## src/rtl/core/gvc_pkg.sv

```systemverilog
`default_nettype none

package gvc_pkg;

  // Field widths and fixed-point formats
  localparam int SAMPLE_BITS    = 24;
  localparam int GAIN_BITS      = 24;
  localparam int GAIN_FRAC      = 16;
  localparam int ACC_BITS       = 48;
  localparam int ACC_SHIFT      = ACC_BITS - GAIN_BITS;
  localparam int TIME_BITS      = 16;
  localparam int SPM_BITS       = 16;
  localparam int SPM_FRAC       = 8;
  localparam int LOG2_BITS      = 4;
  localparam int MAX_BLOCK_LOG2 = 10;
  localparam int LEN_BITS       = 25;
  localparam int BASE_LEN_BITS  = TIME_BITS + SPM_BITS - SPM_FRAC;

  // Configuration port
  localparam int CFG_INDEX_BITS = 2;
  localparam int CFG_DATA_BITS  = 24;

  // Shared multiplier: signed operands wide enough for every use
  localparam int MUL_OP_BITS = ((SAMPLE_BITS > GAIN_BITS) ? SAMPLE_BITS : GAIN_BITS) + 1;
  localparam int PROD_BITS   = 2 * MUL_OP_BITS;

  // Serial divider
  localparam int DIV_CNT_BITS = $clog2(ACC_BITS);

  // Reset values of the configuration registers
  localparam logic [TIME_BITS-1:0]        RAMP_TIME_RST  = 16'd0;
  localparam logic [SPM_BITS-1:0]         SPM_RST        = 16'd11290;
  localparam logic [LOG2_BITS-1:0]        BLOCK_LOG2_RST = 4'd6;
  localparam logic signed [GAIN_BITS-1:0] START_GAIN_RST = 24'sd0;

  typedef enum logic [CFG_INDEX_BITS-1:0] {
    REG_RAMP_TIME  = 2'd0,
    REG_SPM        = 2'd1,
    REG_BLOCK_LOG2 = 2'd2,
    REG_START_GAIN = 2'd3
  } cfg_reg_t;

  typedef enum logic {
    OP_SAMPLE     = 1'b0,
    OP_SET_TARGET = 1'b1
  } op_t;

endpackage

`default_nettype wire

```

## src/rtl/core/gvc_in_if.sv

```systemverilog
`default_nettype none

interface gvc_in_if;
  logic                                   valid;
  logic                                   ready;
  logic                                   operation;
  logic signed [gvc_pkg::SAMPLE_BITS-1:0] sample_in;
  logic signed [gvc_pkg::GAIN_BITS-1:0]   new_gain;

  modport source (output valid, operation, sample_in, new_gain, input ready);
  modport sink   (input valid, operation, sample_in, new_gain, output ready);
endinterface

`default_nettype wire

```

## src/rtl/core/gvc_out_if.sv

```systemverilog
`default_nettype none

interface gvc_out_if;
  logic                                   valid;
  logic                                   ready;
  logic signed [gvc_pkg::SAMPLE_BITS-1:0] sample_out;
  logic                                   ramping;

  modport source (output valid, sample_out, ramping, input ready);
  modport sink   (input valid, sample_out, ramping, output ready);
endinterface

`default_nettype wire

```

## src/rtl/core/gain_ramp_volume_control.sv

```systemverilog
`default_nettype none

// Volume stage with a linear gain ramp. Each audio sample item gives one scaled,
// saturated sample; a set-target item gives no result and starts a ramp from the
// current gain to the new target over floor(ramp_time_ms * samples_per_ms / 256)
// samples rounded up to the next whole block (an exact multiple gets one more
// block). One signed multiplier and a one-bit-per-cycle restoring divider do all
// the arithmetic under a small sequencer, and the input is not ready while an
// item is in work. A sample item runs accept with gain update, multiply, and
// saturate into the output register once it is free; a set-target item runs
// accept, length multiply, length round-up, 48 divider steps, slope sign and
// clamp. The output register lets the next item in while a result waits to be
// taken. Configuration is written through wr_en/wr_index/wr_data while the block
// is idle, a user rule the block does not enforce; writing start_gain also reloads the running gain.
module gain_ramp_volume_control (
  input  logic                                  clk,
  input  logic                                  rst,
  input  logic                                  wr_en,
  input  logic [gvc_pkg::CFG_INDEX_BITS-1:0]    wr_index,
  input  logic [gvc_pkg::CFG_DATA_BITS-1:0]     wr_data,
  gvc_in_if.sink                                in_ch,
  gvc_out_if.source                             out_ch
);

  localparam int AB  = gvc_pkg::ACC_BITS;
  localparam int GB  = gvc_pkg::GAIN_BITS;
  localparam int SB  = gvc_pkg::SAMPLE_BITS;
  localparam int LB  = gvc_pkg::LEN_BITS;
  localparam int MB  = gvc_pkg::MUL_OP_BITS;
  localparam int PB  = gvc_pkg::PROD_BITS;
  localparam int PSB = PB - gvc_pkg::GAIN_FRAC;

  localparam logic signed [AB-1:0] ACC_MAX = {1'b0, {(AB-1){1'b1}}};
  localparam logic signed [AB-1:0] ACC_MIN = {1'b1, {(AB-1){1'b0}}};
  localparam logic signed [SB-1:0] SMP_MAX = {1'b0, {(SB-1){1'b1}}};
  localparam logic signed [SB-1:0] SMP_MIN = {1'b1, {(SB-1){1'b0}}};

  typedef enum logic [2:0] {
    ST_IDLE,
    ST_LEN_MUL,
    ST_LEN_ADJ,
    ST_DIV,
    ST_DIV_FIN,
    ST_SMP_MUL,
    ST_SMP_OUT
  } state_t;

  state_t state;

  // Configuration registers
  logic [gvc_pkg::TIME_BITS-1:0] ramp_time_ms;
  logic [gvc_pkg::SPM_BITS-1:0]  samples_per_ms;
  logic [gvc_pkg::LOG2_BITS-1:0] block_size_log2;

  // Ramp state
  logic signed [AB-1:0] gain_acc;
  logic signed [GB-1:0] target_gain;
  logic signed [AB-1:0] gain_slope;
  logic [LB-1:0]        ramp_left;

  // Work registers
  logic signed [SB-1:0]               smp;
  logic                               smp_ramping;
  logic signed [PB-1:0]               prod;
  logic [LB-1:0]                      div_len;
  logic [LB-1:0]                      div_rem;
  logic [AB-1:0]                      div_quo;
  logic                               div_neg;
  logic [gvc_pkg::DIV_CNT_BITS-1:0]   div_cnt;

  // Output register
  logic                 out_valid;
  logic signed [SB-1:0] out_sample;
  logic                 out_ramping;

  // Combinational nets
  logic signed [MB-1:0]                      mul_a;
  logic signed [MB-1:0]                      mul_b;
  logic signed [PB-1:0]                      mul_p;
  logic signed [GB-1:0]                      gain_sel;
  logic [gvc_pkg::BASE_LEN_BITS-1:0]         len_base;
  logic [gvc_pkg::LOG2_BITS-1:0]             blk_log;
  logic [LB-1:0]                             blk;
  logic [LB-1:0]                             len_next;
  logic [AB:0]                               diff;
  logic [AB:0]                               diff_abs;
  logic [LB:0]                               div_trial;
  logic                                      div_ge;
  logic [LB-1:0]                             div_rem_next;
  logic signed [AB-1:0]                      slope_next;
  logic signed [AB:0]                        acc_sum;
  logic signed [AB-1:0]                      acc_next;
  logic signed [PSB-1:0]                     prod_shift;
  logic [PSB-SB:0]                           prod_hi;
  logic signed [SB-1:0]                      sample_sat;
  logic                                      in_accept;

  assign in_ch.ready       = (state == ST_IDLE);
  assign in_accept         = in_ch.valid && in_ch.ready;
  assign out_ch.valid      = out_valid;
  assign out_ch.sample_out = out_sample;
  assign out_ch.ramping    = out_ramping;

  // Select gain for the product: ramping gain or target
  assign gain_sel = smp_ramping ? gain_acc[AB-1 -: GB] : target_gain;

  // Share one multiplier between ramp length and sample scaling
  always_comb begin
    if (state == ST_SMP_MUL) begin
      mul_a = MB'(smp);
      mul_b = MB'(gain_sel);
    end else begin
      mul_a = $signed({{(MB-gvc_pkg::TIME_BITS){1'b0}}, ramp_time_ms});
      mul_b = $signed({{(MB-gvc_pkg::SPM_BITS){1'b0}}, samples_per_ms});
    end
  end

  assign mul_p = mul_a * mul_b;

  // Round ramp length up to the next whole block
  assign len_base = prod[gvc_pkg::SPM_FRAC +: gvc_pkg::BASE_LEN_BITS];
  assign blk_log  = (block_size_log2 > gvc_pkg::LOG2_BITS'(gvc_pkg::MAX_BLOCK_LOG2)) ?
                    gvc_pkg::LOG2_BITS'(gvc_pkg::MAX_BLOCK_LOG2) : block_size_log2;
  assign blk      = LB'(1) << blk_log;
  assign len_next = LB'(len_base) + blk - (LB'(len_base) & (blk - LB'(1)));

  // Distance from current gain to target, as sign and magnitude
  assign diff     = {target_gain[GB-1], target_gain, {gvc_pkg::ACC_SHIFT{1'b0}}}
                  - {gain_acc[AB-1], gain_acc};
  assign diff_abs = diff[AB] ? (~diff + (AB+1)'(1)) : diff;

  // One restoring divider step
  assign div_trial    = {div_rem, div_quo[AB-1]};
  assign div_ge       = (div_trial >= {1'b0, div_len});
  assign div_rem_next = div_ge ? LB'(div_trial - {1'b0, div_len}) : LB'(div_trial);

  // Apply sign to the quotient and clamp to the accumulator range
  always_comb begin
    if (div_neg) begin
      slope_next = div_quo[AB-1] ? ACC_MIN : -$signed(div_quo);
    end else begin
      slope_next = div_quo[AB-1] ? ACC_MAX : $signed(div_quo);
    end
  end

  // Advance the gain by the slope, saturating
  assign acc_sum  = {gain_acc[AB-1], gain_acc} + {gain_slope[AB-1], gain_slope};
  assign acc_next = (acc_sum[AB] != acc_sum[AB-1]) ? (acc_sum[AB] ? ACC_MIN : ACC_MAX)
                                                   : acc_sum[AB-1:0];

  // Drop the fraction of the product and saturate to the sample width
  assign prod_shift = prod[PB-1:gvc_pkg::GAIN_FRAC];
  assign prod_hi    = prod_shift[PSB-1:SB-1];
  assign sample_sat = ((&prod_hi) || !(|prod_hi)) ? prod_shift[SB-1:0]
                    : (prod_shift[PSB-1] ? SMP_MIN : SMP_MAX);

  // Sequencer, ramp state and configuration
  always_ff @(posedge clk) begin
    if (rst) begin
      state           <= ST_IDLE;
      ramp_time_ms    <= gvc_pkg::RAMP_TIME_RST;
      samples_per_ms  <= gvc_pkg::SPM_RST;
      block_size_log2 <= gvc_pkg::BLOCK_LOG2_RST;
      gain_acc        <= {gvc_pkg::START_GAIN_RST, {gvc_pkg::ACC_SHIFT{1'b0}}};
      target_gain     <= '0;
      gain_slope      <= '0;
      ramp_left       <= '0;
      out_valid       <= 1'b0;
    end else begin
      if (out_ch.ready) begin
        out_valid <= 1'b0;
      end

      if (wr_en) begin
        unique case (gvc_pkg::cfg_reg_t'(wr_index))
          gvc_pkg::REG_RAMP_TIME:  ramp_time_ms    <= wr_data[gvc_pkg::TIME_BITS-1:0];
          gvc_pkg::REG_SPM:        samples_per_ms  <= wr_data[gvc_pkg::SPM_BITS-1:0];
          gvc_pkg::REG_BLOCK_LOG2: block_size_log2 <= wr_data[gvc_pkg::LOG2_BITS-1:0];
          gvc_pkg::REG_START_GAIN: begin
            gain_acc <= {wr_data[GB-1:0], {gvc_pkg::ACC_SHIFT{1'b0}}};
          end
        endcase
      end

      unique case (state)
        ST_IDLE: begin
          if (in_accept) begin
            if (in_ch.operation == gvc_pkg::OP_SET_TARGET) begin
              target_gain <= in_ch.new_gain;
              state       <= ST_LEN_MUL;
            end else begin
              // Step the ramp before the sample uses the gain
              smp         <= in_ch.sample_in;
              smp_ramping <= (ramp_left != '0);
              if (ramp_left != '0) begin
                ramp_left <= ramp_left - LB'(1);
                gain_acc  <= acc_next;
              end
              state <= ST_SMP_MUL;
            end
          end
        end

        ST_LEN_MUL: begin
          prod  <= mul_p;
          state <= ST_LEN_ADJ;
        end

        ST_LEN_ADJ: begin
          ramp_left <= len_next;
          div_len   <= len_next;
          div_rem   <= '0;
          div_quo   <= diff_abs[AB-1:0];
          div_neg   <= diff[AB];
          div_cnt   <= '0;
          state     <= ST_DIV;
        end

        ST_DIV: begin
          div_rem <= div_rem_next;
          div_quo <= {div_quo[AB-2:0], div_ge};
          div_cnt <= div_cnt + gvc_pkg::DIV_CNT_BITS'(1);
          if (div_cnt == gvc_pkg::DIV_CNT_BITS'(AB-1)) begin
            state <= ST_DIV_FIN;
          end
        end

        ST_DIV_FIN: begin
          gain_slope <= slope_next;
          state      <= ST_IDLE;
        end

        ST_SMP_MUL: begin
          prod  <= mul_p;
          state <= ST_SMP_OUT;
        end

        ST_SMP_OUT: begin
          // Hold until the output register is free
          if (!out_valid || out_ch.ready) begin
            out_valid   <= 1'b1;
            out_sample  <= sample_sat;
            out_ramping <= smp_ramping;
            state       <= ST_IDLE;
          end
        end

        default: state <= ST_IDLE;
      endcase
    end
  end

endmodule

`default_nettype wire

```

## src/flat_wrapper.sv

```systemverilog
// flat-port wrapper written by rule: the top's interface ports become plain ports
module gain_ramp_volume_control_flat 
  (clk, rst, wr_en, wr_index, wr_data, in_ch_valid, in_ch_operation, in_ch_sample_in, in_ch_new_gain, in_ch_ready, out_ch_valid, out_ch_sample_out, out_ch_ramping, out_ch_ready);
  gvc_in_if in_ch_i ();
  gvc_out_if out_ch_i ();
  input  logic clk;
  input  logic rst;
  input  logic wr_en;
  input  logic [gvc_pkg::CFG_INDEX_BITS-1:0] wr_index;
  input  logic [gvc_pkg::CFG_DATA_BITS-1:0] wr_data;
  input wire logic [$bits(in_ch_i.valid)-1:0] in_ch_valid;
  input wire logic [$bits(in_ch_i.operation)-1:0] in_ch_operation;
  input wire logic [$bits(in_ch_i.sample_in)-1:0] in_ch_sample_in;
  input wire logic [$bits(in_ch_i.new_gain)-1:0] in_ch_new_gain;
  output wire logic [$bits(in_ch_i.ready)-1:0] in_ch_ready;
  output wire logic [$bits(out_ch_i.valid)-1:0] out_ch_valid;
  output wire logic [$bits(out_ch_i.sample_out)-1:0] out_ch_sample_out;
  output wire logic [$bits(out_ch_i.ramping)-1:0] out_ch_ramping;
  input wire logic [$bits(out_ch_i.ready)-1:0] out_ch_ready;
  assign in_ch_i.valid = in_ch_valid;
  assign in_ch_i.operation = in_ch_operation;
  assign in_ch_i.sample_in = in_ch_sample_in;
  assign in_ch_i.new_gain = in_ch_new_gain;
  assign in_ch_ready = in_ch_i.ready;
  assign out_ch_valid = out_ch_i.valid;
  assign out_ch_sample_out = out_ch_i.sample_out;
  assign out_ch_ramping = out_ch_i.ramping;
  assign out_ch_i.ready = out_ch_ready;
  gain_ramp_volume_control u_core (.clk(clk), .rst(rst), .wr_en(wr_en), .wr_index(wr_index), .wr_data(wr_data), .in_ch(in_ch_i), .out_ch(out_ch_i));
endmodule
```

## config.mk

```make
export PLATFORM = sky130hd
export DESIGN_NAME = gain_ramp_volume_control_flat
export DESIGN_NICKNAME = d
export VERILOG_FILES = /design/src/rtl/core/gvc_pkg.sv /design/src/rtl/core/gvc_in_if.sv /design/src/rtl/core/gvc_out_if.sv /design/src/rtl/core/gain_ramp_volume_control.sv /design/src/flat_wrapper.sv
export SDC_FILE = /design/constraint.sdc
export NUM_CORES = 2
export LEC_CHECK = 0
export BUFFER_PORTS_ARGS = -buffer_cell sky130_fd_sc_hd__buf_2
export CAP_MARGIN = 20
export CORE_MARGIN = 10
export CORE_UTILIZATION = 47
export DETAILED_ROUTE_END_ITERATION = 6
export HOLD_SLACK_MARGIN = 0.1
export PLACE_DENSITY = 0.7
export SYNTH_ARGS = -nofsm -noshare
export SYNTH_HDL_FRONTEND = slang
export SYNTH_SLANG_ARGS = --single-unit
export TNS_END_PERCENT = 10
```

## constraint.sdc

```tcl
create_clock -name clk -period 11.8 [get_ports clk]
set_input_delay 2.36 -clock clk [delete_from_list [all_inputs] [get_ports clk]]
set_output_delay 2.36 -clock clk [all_outputs]
set_load 0.03 [all_outputs]
```

Word-level counts from Yosys, hierarchy flattened:

Index checks and enable logic that the tools add are counted.

* word-level logic and storage cells: 111
* register bits after elaboration: 390

* add/sub/neg operators: 10
* reductions and logical operators: 24
* shifts and indexed selects: 1
* $lt $le $gt $ge: 2
* equality and inequality tests: 16
* bitwise operators: 4
* $mul: 1
* mux-type cells: 34

Operators with widths (count)
* 2-to-1 mux 48 bit: 11
* 2-to-1 mux 25 bit: 6
* case mux 25 bit (2 select lines): 2
* case mux 48 bit (2 select lines): 1
* 2-to-1 mux 24 bit: 3
* multiplier 25 x 25 -> 50 bit: 1
* subtractor 25 x 1 -> 25 bit, second input constant: 2
* subtractor 25 bit: 2
* adder 48 x 48 -> 49 bit: 1
* subtractor 48 x 48 -> 49 bit: 1
* adder 48 x 1 -> 48 bit, second input constant: 1
* negator 48 bit: 1
* NOT 48 bit: 1
* 2-to-1 mux 47 bit: 1
* greater-or-equal comparator 26 x 25 -> 1 bit: 1
* adder 24 x 25 -> 25 bit: 1
* bitwise AND 24 x 25 -> 25 bit: 1
* nonzero test 25 bit: 1
* left shift 1 x 4 -> 25 bit, first input constant: 1
* case mux 3 bit (6 select lines): 1
* 2-to-1 mux 3 bit: 4
* case mux 6 bit (2 select lines): 1
* AND reduction 2 bit: 6
* AND reduction 11 bit: 1
* 24 further kinds: 40

Logic depth before layout (Yosys ltp):

* word-level depth: 7
* gate-level depth with buffers: 34

Worst setup path before layout:

Ideal clock, no wire load.

* kind: flip-flop to flip-flop
* from: register u_core.state[0]
* to: register u_core.prod[48] (data pin)
* period minus slack after synthesis: 8771 ps
* path slack: 3029 ps
* arrival time: 8509 ps
* library setup time: 262 ps
* stages on the path, launching flop included: 30
* data required time: 11538 ps
* cell sequence: dfxtp_1 clkbuf_1 and3b_1 clkbuf_1 clkbuf_1 buf_1 clkbuf_1 clkbuf_1 nand2_1 nor2_1 fa_1 fa_1 inv_1 fa_1 inv_1 fa_1 fa_1 fa_1 fa_1 ha_1 a21o_1 a21o_1 a21o_1 a21o_1 a21o_1 a21o_1 a21oi_1 nor2b_1 a211oi_1 xnor2_1

* longest elaborated chain between the ends: 3
* elaborated cells on any way between the ends: 4
* classes of those cells: 1 x mul; 1 x eq/ne; 2 x mux

Ends and longest elaborated chain
* start: declaration: RTL line gain_ramp_volume_control.sv:48 `state_t state;`
* start signal: assignment: RTL line gain_ramp_volume_control.sv:160 `state <= ST_IDLE;`
* start signal: assignment: RTL line gain_ramp_volume_control.sv:190 `state <= ST_LEN_MUL;`
* start signal: assignment: RTL line gain_ramp_volume_control.sv:199 `state <= ST_SMP_MUL;`
* == test 3 bit (*): RTL line gain_ramp_volume_control.sv:109 `if (state == ST_SMP_MUL) begin`
* 2-to-1 mux 25 bit: RTL line gain_ramp_volume_control.sv:109
* multiplier 25 x 25 -> 50 bit (*): RTL line gain_ramp_volume_control.sv:118 `assign mul_p = mul_a * mul_b;`
* via u_core.mul_p[48]: RTL line gain_ramp_volume_control.sv:79 `logic signed [PB-1:0] mul_p;`
* end signal: assignment: RTL line gain_ramp_volume_control.sv:205 `prod <= mul_p;`
* end signal: assignment: RTL line gain_ramp_volume_control.sv:234 `prod <= mul_p;`
* end: declaration: RTL line gain_ramp_volume_control.sv:64 `logic signed [PB-1:0] prod;`

Mark *: on every way through the listed nets, which the timed path passes. The rest lies on a longest branch.
A chain may end at the register's enable or synchronous reset.

Worst setup path in the final report:

* from: register u_core.state[0]
* to: register u_core.prod[49] (data pin)

Same word-level chain as after synthesis.

==> run metrics <==
gpl congestion=0.989; Worst Hold Launch=u_core.samples_per_ms[5]; drt pass-1 iters=5; NetSw=2.81 mW; Lkg Pwr=23.3 nW; largest net degree at the start of global routing=104; aggregate global-route resource usage=0.258; Max Cap Violations=0; Fill cells=9292; largest fanout on the critical path=55; Via density=5.73; clock root cell=clkbuf_16; Non-Filler Instances=6688; placed cells=6591; Sum Neg Setup Slack=0 ns; period utilization=0.845; H-tree levels=2; Post-Syn Area=0.0466 sq mm; ys flop type=edfxtp_1; Yosys cell types=95; Core Rows=115; final WL=144000 um; RSZ-0062 raised after global routing=false; DRC=0; CTS tree=done; total gr overflow=0; Gate Count Post-Synth=5377; crit path capture type=register; initial antenna violation count=6; r2r endpoint=u_core.prod[49]; I/O pins=107; worst rel slew slack=0.195; CTS Sinks=382; Ys Warns=0; Die X=335 um; worst r2r src=u_core.state[0]; clock skew=0.0298 ns; vias in the first global route=38.5k; Worst Hold Depth=2; Hold Violations, Final=0; Max Freq=0.100 GHz; total CTS buffers=49; CP startpoint kind=register; DIE AREA=0.112 sq mm; Clock Power Share=0.245; Min-Delay Endpoint=u_core.samples_per_ms[5]; Post-CTS Setup Inserts=0; most frequent cells in the layout=inv_1 (748), nand2_1 (734), fa_1 (645); R2R depth=27; Seq pwr share=0.285; Internal=3.73 mW; Initial Utilization=0.474; part of the power in combinational logic=0.470; Critical Path AT=10.36 ns; post-cts resize count=0; endpoints failing setup=0; peak supply drop=108 uV; R2R setup slack=1.82 ns; most common cell after layout, fill and taps aside=inv_1; vias=38.3k; Multi-input gate area=0.0333 sq mm; areal power density over the cells=130 mW/mm^2; PortBufs=106; WL/cell=21.6 um; clk_lat worst skew=0.66 ns; Post-synth ARST share=0; Slew Limit Fails=0; syn avg cell area=8.67 sq um; Iteration-0 DRC Markers=3425; Required @ worst endpoint=12.19 ns; status=finished clean; HPWL Detailed=116000 um; share of layout cells above drive strength 1=0.0663; number of synthesized flops with an enable pin=197; post-route minimum period=9.98 ns; core region area=0.0984 sq mm; Crit Path Class=reg -> reg; Seq/Total Area, Yosys=0.206; first-pass GRT wire length=226000 um; area growth from synthesis to layout=7.57%; Slew @ Worst Pin=1.20 ns; Clock Pin Slew Worst Setup and Hold Paths=0.06 ns; Die Ht=335 um; Synth Register Bits=382; Hold WC Path Type=reg -> reg; Detail Route Antenna Nets=0; # nets final=6357; clk buf depth=3; cts hold-fix bufs=0; Seq. cell area=0.00962 sq mm; sw frac=0.429
Yosys cell counts (all sizes together), types with 124 or more instances:
library cell,number,area share
a21oi,321,0.034
clkbuf,223,0.018
dfxtp,185,0.079
edfxtp,197,0.13
fa,645,0.28
ha,271,0.073
inv,748,0.060
nand2,735,0.059
nor2,581,0.047
o21ai,194,0.021
xnor2,131,0.025
xor2,124,0.023
per-stage QoR:
step | worst slack [ns] | hold WS (ns) | util | cell area, sq um | power (mW)
after global placement | 1.94 | 0.444 | 0.491 | 48400 | 4.85
after CTS | 1.76 | 0.458 | 0.509 | 50100 | 6.52
after global routing | 1.28 | 0.473 | 0.510 | 50100 | 6.95
final | 1.82 | 0.458 | 0.510 | 50200 | 6.54
after detailed placement | 1.82 | 0.450 | 0.492 | 48400 | 4.90
after floorplan | 3.03 | 0.436 | - | 46600 | 4.09
worst max-delay path, cell delays in order (launching register included):
cell and delay, ns:
dfxtp_1 0.68, and3b_4 0.78, buf_4 0.52, nand2_1 0.27, and2_1 0.42, or2_2 0.40
fa_1 0.53, inv_1 0.04, ha_1 0.30, fa_1 0.43, ha_1 0.21, fa_1 0.49
inv_1 0.06, fa_1 0.49, fa_1 0.49, inv_1 0.04, ha_1 0.32, and4_1 0.23
a21oi_1 0.15, o211ai_1 0.17, o211a_1 0.35, o2111a_1 0.34, o21ai_1 0.48, a21oi_1 0.13
buf_4 0.21, a211oi_1 0.61, o21bai_1 0.22, a311o_1 0.30
how the worst max path moves through the flow:
stage	slack, ns	end	startpoint	depth (start not counted)
detailed placement	1.82	u_core.prod[49]	u_core.state[0]	25
CTS	1.76	u_core.prod[49]	u_core.state[0]	26
global route	1.28	u_core.prod[49]	u_core.state[0]	29
floorplan	3.03	u_core.prod[48]	u_core.state[0]	29
finish	1.82	u_core.prod[49]	u_core.state[0]	27
global placement	1.94	u_core.prod[49]	u_core.state[0]	26
final cells by class:
cell class,instances,share of cell area
Multi-Input combinational cell,4006,0.665
Sequential cell,382,0.192
Inverter,749,0.0561
Tap cell,1287,0.0321
Clock buffer,63,0.0278
Timing Repair Buffer,173,0.0215
Clock inverter,27,0.00596
Antenna cell,1,0.0000499
cell families (layout without fill, tap and decap cells):
family | Yosys count | after routing | synth area share
other cells | 2 | 8 | 0.000161
xor+xnor | 255 | 255 | 0.0479
compound gates | 929 | 929 | 0.126
simple gates | 1821 | 1821 | 0.172
buf+inv | 994 | 1012 | 0.0804
fa+ha+maj | 916 | 916 | 0.350
mux | 78 | 78 | 0.0174
flops | 382 | 382 | 0.206
metal layers:
metal  GRT usage  wire length (um)
met5           0                46
met1       0.335             58400
met4       0.107              6770
met3      0.0493             12200
met2       0.420             67100
registers in the layout (all words and copies together) (netlist names):
| name | count |
|---|---|
| u_core.div_quo | 48 |
| u_core.gain_acc | 48 |
| u_core.gain_slope | 48 |
| u_core.prod | 42 |
| u_core.div_len | 25 |
| u_core.div_rem | 25 |
| u_core.ramp_left | 25 |
| u_core.out_ch.sample_out | 24 |
| u_core.smp | 24 |
| u_core.target_gain | 24 |
| u_core.ramp_time_ms | 16 |
| u_core.samples_per_ms | 16 |
| u_core.div_cnt | 6 |
| u_core.block_size_log2 | 4 |
| u_core.state | 3 |
| u_core.div_neg | 1 |
| u_core.out_ch.ramping | 1 |
| u_core.out_ch.valid | 1 |
| u_core.smp_ramping | 1 |
power groups by stage:
stage	Combinational (mW)	Sequential [mW]	Clock (mW)
3_5_place_dp	3.02	1.88	0
5_1_grt	3.40	1.88	1.68
2_1_floorplan	2.30	1.79	0
4_1_cts	3.04	1.85	1.63
6_report	3.08	1.86	1.60
3_3_place_gp	2.97	1.88	0
No activity file was read; power rests on OpenSTA's default activity.
